`src/sv/eeb_pkg.sv`:
```
// Shared constants and types for the extended Euclid / Bezout block.
package eeb_pkg;

   localparam int OPERAND_WIDTH = 32;

   typedef enum logic [4:0] {
      ST_IDLE  = 5'b00001,
      ST_STEP  = 5'b00010,
      ST_ALIGN = 5'b00100,
      ST_SUB   = 5'b01000,
      ST_DONE  = 5'b10000
   } state_type;

endpackage

```
`src/sv/extended_euclid_bezout.sv`:
```
// Extended Euclid: gcd with Bezout coefficients, one shared shift/subtract unit.
//
//  channel | dir | fields (low bit up)                    | handshake
//  req     | in  | operand_a, operand_b                   | req_tvalid / req_tready
//  rsp     | out | divisor, coef_a, coef_b                | rsp_tvalid / rsp_tready
//
// Each division step of Euclid runs a set-up state, divisor alignment, then
// restoring subtraction one quotient bit a cycle on the shared shift/subtract
// unit; a final set-up state sees the zero remainder and the result is then
// offered on the rsp channel.
// Reset is synchronous and clears only the sequencer.
// req_tready is high only while idle; a result word holds until rsp_tready.
module extended_euclid_bezout #(
   parameter int OPERAND_WIDTH = eeb_pkg::OPERAND_WIDTH,
   localparam int W     = OPERAND_WIDTH,
   localparam int REQ_W = ((2 * W + 7) / 8) * 8,
   localparam int RSP_W = ((3 * W + 7) / 8) * 8
) (
   input  logic             clock,
   input  logic             reset,
   input  logic             req_tvalid,
   output logic             req_tready,
   input  logic [REQ_W-1:0] req_tdata,   // operand_a, operand_b
   output logic             rsp_tvalid,
   input  logic             rsp_tready,
   output logic [RSP_W-1:0] rsp_tdata    // divisor, coef_a, coef_b
);

   localparam int CW = $clog2(W);

   eeb_pkg::state_type state_ff, state_in;

   logic [W-1:0]  r0_ff, r1_ff, s0_ff, s1_ff, t0_ff, t1_ff;
   logic [W-1:0]  rem_ff, ns_ff, nt_ff, d_ff;
   logic [CW-1:0] cnt_ff;

   logic          d_le;
   logic          can_grow;
   logic [W-1:0]  rem_nx, ns_nx, nt_nx;

   assign d_le     = (d_ff <= rem_ff);
   assign can_grow = !d_ff[W-1] && ((d_ff << 1) <= rem_ff);

   always_comb begin
      rem_nx = rem_ff;
      ns_nx  = ns_ff;
      nt_nx  = nt_ff;
      if (d_le) begin
         rem_nx = rem_ff - d_ff;
         ns_nx  = ns_ff - (s1_ff << cnt_ff);
         nt_nx  = nt_ff - (t1_ff << cnt_ff);
      end
   end

   always_comb begin
      state_in = state_ff;
      case (state_ff)
         eeb_pkg::ST_IDLE:  if (req_tvalid) state_in = eeb_pkg::ST_STEP;
         eeb_pkg::ST_STEP: begin
            if (r1_ff == '0) state_in = eeb_pkg::ST_DONE;
            else             state_in = eeb_pkg::ST_ALIGN;
         end
         eeb_pkg::ST_ALIGN: if (!can_grow) state_in = eeb_pkg::ST_SUB;
         eeb_pkg::ST_SUB:   if (cnt_ff == '0) state_in = eeb_pkg::ST_STEP;
         eeb_pkg::ST_DONE:  if (rsp_tready) state_in = eeb_pkg::ST_IDLE;
         default:           state_in = eeb_pkg::ST_IDLE;
      endcase
   end

   always_ff @(posedge clock) begin
      if (reset) begin
         state_ff <= eeb_pkg::ST_IDLE;
      end else begin
         state_ff <= state_in;
      end
   end

   always_ff @(posedge clock) begin
      case (state_ff)
         eeb_pkg::ST_IDLE: begin
            r0_ff <= req_tdata[W-1:0];
            r1_ff <= req_tdata[2*W-1:W];
            s0_ff <= W'(1);
            s1_ff <= '0;
            t0_ff <= '0;
            t1_ff <= W'(1);
         end
         eeb_pkg::ST_STEP: begin
            rem_ff <= r0_ff;
            ns_ff  <= s0_ff;
            nt_ff  <= t0_ff;
            d_ff   <= r1_ff;
            cnt_ff <= '0;
         end
         eeb_pkg::ST_ALIGN: begin
            if (can_grow) begin
               d_ff   <= d_ff << 1;
               cnt_ff <= cnt_ff + CW'(1);
            end
         end
         eeb_pkg::ST_SUB: begin
            rem_ff <= rem_nx;
            ns_ff  <= ns_nx;
            nt_ff  <= nt_nx;
            d_ff   <= d_ff >> 1;
            cnt_ff <= cnt_ff - CW'(1);
            if (cnt_ff == '0) begin
               r0_ff <= r1_ff;
               r1_ff <= rem_nx;
               s0_ff <= s1_ff;
               s1_ff <= ns_nx;
               t0_ff <= t1_ff;
               t1_ff <= nt_nx;
            end
         end
         default: begin
         end
      endcase
   end

   assign req_tready = (state_ff == eeb_pkg::ST_IDLE);
   assign rsp_tvalid = (state_ff == eeb_pkg::ST_DONE);
   assign rsp_tdata  = RSP_W'({t0_ff, s0_ff, r0_ff});

endmodule

```
`config.mk`:
```
export PLATFORM = sky130hd
export DESIGN_NAME = extended_euclid_bezout
export DESIGN_NICKNAME = d
export VERILOG_FILES = /design/src/sv/eeb_pkg.sv /design/src/sv/extended_euclid_bezout.sv
export SDC_FILE = /design/constraint.sdc
export NUM_CORES = 1
export LEC_CHECK = 0
export BUFFER_PORTS_ARGS = -buffer_cell sky130_fd_sc_hd__buf_2
export CAP_MARGIN = 20
export CORE_UTILIZATION = 52
export CTS_CLUSTER_DIAMETER = 120
export DETAILED_ROUTE_END_ITERATION = 10
export HOLD_SLACK_MARGIN = 0.15
export PLACE_DENSITY = 0.7
export SLEW_MARGIN = 20
export SYNTH_ARGS = -nofsm -noshare
export SYNTH_HDL_FRONTEND = slang
export SYNTH_SLANG_ARGS = --single-unit
```
`constraint.sdc`:
```
create_clock -name clock -period 17.1 [get_ports clock]
set_input_delay 1.71 -clock clock [delete_from_list [all_inputs] [get_ports clock]]
set_output_delay 1.71 -clock clock [all_outputs]
set_load 0.05 [all_outputs]
```
==> results <==
- The violation count after the first detailed-route iteration is 1784.
- The kind of end point of the critical path is a flop.
- The number of cells upsized or downsized after cts is 0.
- The TritonCTS sink count is between 300 and 400.
- By instance count, the leading cell after synthesis is nand2_1.
- The net count of the finished layout is 2721.
- During synthesis, Yosys emitted a total of 0 warnings.
- The length of the first detailed-routing pass in iterations is 5.
- The predominant post-synthesis flop cell is edfxtp_1.
- Summing internal, switching and leakage power gives 3.12 mW.
- In this run the mean area of a mapped cell was 9.58 sq um.
- The die is 214 um wide.
- The final period demand of the worst path is 5.51 ns.
- The number of I/O port buffers is 165.
- The number of cells on the worst reg-to-reg path is 17.
- The switching share of total power is 0.396.
- The first global-routing pass estimated 106000 um of wire.
- Setup repair after global routing left no endpoint under its margin.
- Ranked by instance count, the synthesized netlist is headed by 370 x nand2_1, 325 x edfxtp_1, 203 x nor2_1.
- The die is 214 um tall.
- Post-CTS timing repair inserted 0 buffers for setup.
- The share of power burned in the clock network is 0.254.
- The synthesized netlist net count is 2635.
- Clock tree synthesis inserted a total of 39 buffers.
- The fraction of layout cells with a size suffix above 1 is 0.134.
- In this run the count of I/O pins placed on the die edge is 166.
- The synthesized design spends more area on one cell type than any other, namely edfxtp_1.
- The clock-pin slew of the registers on the worst-case setup and hold paths is 0.06 ns.
- The number of antenna violations at the first check in global routing is 2.
- The source of the worst hold timing path is s0_ff[17].
- After technology mapping, the gate count stands at 2431.
- The final weighted congestion in routability-driven placement is between 0.9 and 1.
- Counting along the longest clock path gives a buffer depth of 3.
- The area share of the largest cell type after synthesis is 0.419.
- The share of the synthesized area in compound gates (AO/OA/AOI/OAI) is 0.194.
- The xor and xnor area share after synthesis is 0.0267.
- The wire length reported by the detailed router is 68800 um.
- The floorplan step defined a die boundary enclosing 45600 sq um.
- The remaining design rule violation count is 0.
- At the pin with the least slew margin, the transition time is approximately 1.1 ns.
- Across the VDD grid, the largest voltage drop is roughly 0.093 mV.
- The worst hold slack is 0.540 ns.
- The top fanout value on the critical path is between 40 and 50.
- The number of endpoints failing setup at the final stage is 0.
- With fillers left out, the area of the finished cells amounts to 25600 sq um.
- The critical path launch point type is a flop.
- The power density normalized to cell area is 122 nW/um^2.
- The depth of the CTS H-tree is 2.
- Of the total power, combinational logic draws 0.354.
- The internal power contribution is 1.89 mW.
- Of the total synthesized cell area, the portion taken by full adders, half adders and majority gates is 0.0743.
- The leakage power total is 10.7 nW.
- The portion of synthesized area spent on multiplexers is 0.0689.
- The number of maximum-capacitance violations is 0.
- The worst hold path depth is 1.
- The hold buffer count at CTS is 0.
- The count of endpoints failing hold in the final timing report came to 0.
- The vias per cell is 6.24.
- For this run, the register share of the synthesized area comes to 0.423.
- Entering global routing, the biggest net connects 168 pins.
- By area, the combinational part of the netlist is dominated by compound AO/OA/AOI/OAI gates.
- After synthesis the netlist holds a flip-flop and latch count of 330.
- The flow ran to the end, and the final reports show no timing, DRC or antenna violations.
- The post-synthesis to final-layout area growth is 9.98%.
- The mapped netlist covers 23300 sq um.
- The ratio of final minimum period to clock period is 0.322.
- The standard cell core area is 44200 sq um.
- The start-to-end type of the worst setup path is flop to flop.
- For this design the total switching power over the nets is 1.24 mW.
- The most critical setup path has its startpoint at cnt_ff[0].
- Summed over all layers, the global routing overflow is 0.
- The worst register-to-register path begins at cnt_ff[0].
- The setup TNS after final layout is 0 ns.
- Data on the critical path is required at its endpoint by 17.43 ns.
- The number of global-route vias before repair is around 19000.
- In the final routed layout, each cell accounts on average for 21.9 um.
- The number of vias in the routed layout is 19600.
- The count of antenna diodes in the layout is 0.
- Derived from the worst setup path, the maximum achievable clock frequency is about 180 MHz.
- The filler cell count in the final layout is 3909.
- After floorplanning, the core was divided into 77 placement rows.
- The later pin in the worst-skew pair is clocked with a latency of 0.58 ns.
- TritonCTS built the clock tree.
- After synthesis, the netlist uses 78 different library cells.
- The async set-or-reset flop fraction in the synthesized netlist is 0.
- Yosys mapped a number of flops with a built-in enable equal to 325.
- The initial standard-cell utilization of the core is 0.527.
- After synthesis, the cell types taking the most area are edfxtp_1 42%, ha_1 7.1%, nand2_1 6.0%.
- The HPWL after detailed placement is 48800 um.
- The count of pins over their slew limit is 0.
- For this run, the total global-route usage over all layers was measured as 0.300.
- The synthesized-area fraction occupied by and/or/nand/nor cells is 0.170.
- The library cell used as clock root buffer is clkbuf_16.
- For the worst setup path, the data arrival time is 5.84 ns.
- The count of nets left with antenna violations once routing finished came out at 0.
- The fraction of power consumed by sequential logic is 0.392.
- The class of the most critical hold timing path is flop to flop.
- Between clock sinks in the finished design, the worst skew comes to 0.0259 ns.
- The worst-case headroom to the max-slew limit is 0.264.
- In this run the cell area measured after placement is 24500 sq um.
[critical path: stages (launching register included)]
cell and delay [ns]:
edfxtp_1 0.35, buf_4 0.47, buf_4 0.60, mux2i_1 0.20
nand2_1 0.10, o21ai_0 0.12, o21ai_0 0.50, nand2_1 0.11
ha_1 0.38, a21o_1 0.17, a21oi_1 0.10, a21oi_1 0.25
nor3_1 0.16, o311ai_0 0.62, a41oi_1 0.32, nor3_1 0.44
nor3_1 0.11, a211o_1 0.25
[per-stage QoR]
| step | instances | setup WS, ns | utilization |
|---|---|---|---|
| floorplan | 2431 | 0.974 | - |
| global placement | 3068 | 11.85 | 0.553 |
| detailed placement | 3068 | 11.71 | 0.553 |
| CTS | 3136 | 11.70 | 0.579 |
| global route | 3136 | 11.22 | 0.579 |
| finish | 3136 | 11.59 | 0.579 |
[logic make-up after synthesis]
family | after synthesis
DFF | 330
muxes | 115
AOI/OAI and AO/OA | 676
and+or+nand+nor | 868
xor gates and xnor gates | 71
adders and majority gates | 136
buffers and inverters | 235
[final timing paths]
check	end	slack [ns]
worst max-delay path	s1_ff[30]	11.59
worst min-delay path	ns_ff[17]	0.54
worst max register to register	s1_ff[30]	11.59
worst min register to register	ns_ff[17]	0.54
[power groups by stage]
| stage | clock network (mW) | logic, mW | registers [mW] |
|---|---|---|---|
| 6_report | 0.792 | 1.11 | 1.23 |
| 4_1_cts | 0.802 | 1.10 | 1.22 |
| 5_1_grt | 0.823 | 1.20 | 1.24 |
| 2_1_floorplan | 0 | 0.647 | 1.44 |
| 3_3_place_gp | 0 | 1.08 | 1.23 |
| 3_5_place_dp | 0 | 1.09 | 1.24 |
[layer usage]
| layer | part of all wire | GRT usage | vias to the layer above |
|---|---|---|---|
| met5 | 0.00033 | 0 | - |
| met4 | 0.032 | 0.106 | 4 |
| met3 | 0.068 | 0.0434 | 163 |
| met2 | 0.47 | 0.494 | 817 |
| met1 | 0.43 | 0.404 | 9445 |
| li1 | - | - | 9154 |
[final cells by class]
class,instances,area [sq um],area share
Multi-Input combinational cell,1866,12500,0.487
Timing Repair Buffer,188,1020,0.0400
Sequential cell,330,9860,0.385
Clock inverter,17,144,0.00562
Clock buffer,51,1020,0.0399
Tap cell,592,741,0.0289
Inverter,92,350,0.0137
[layout by cell type (no fill, tap or decap), drive strengths merged, types with 10 or more instances in the layout]
cell type	instances
a211oi	56
a21o	99
a21oi	192
a311oi	10
a31oi	25
and2	77
and3	23
buf	188
clkbuf	51
clkinv	12
edfxtp	325
ha	132
inv	93
mux2	12
mux2i	68
mux4	35
nand2	371
nand2b	23
nand3	35
nand4	25
nor2	204
nor2b	25
nor3	34
nor4	11
o211ai	18
o21a	35
o21ai	129
o221ai	30
or2	12
xnor2	44
xor2	27
[flip-flops by register name, indices dropped and copies added (netlist names)]
register  count
rem_ff       32
s1_ff        32
ns_ff        32
state_ff      5
r1_ff        32
d_ff         32
r0_ff        32
t1_ff        32
nt_ff        32
s0_ff        32
cnt_ff        5
t0_ff        32
No activity file was read; power rests on OpenSTA's default activity.
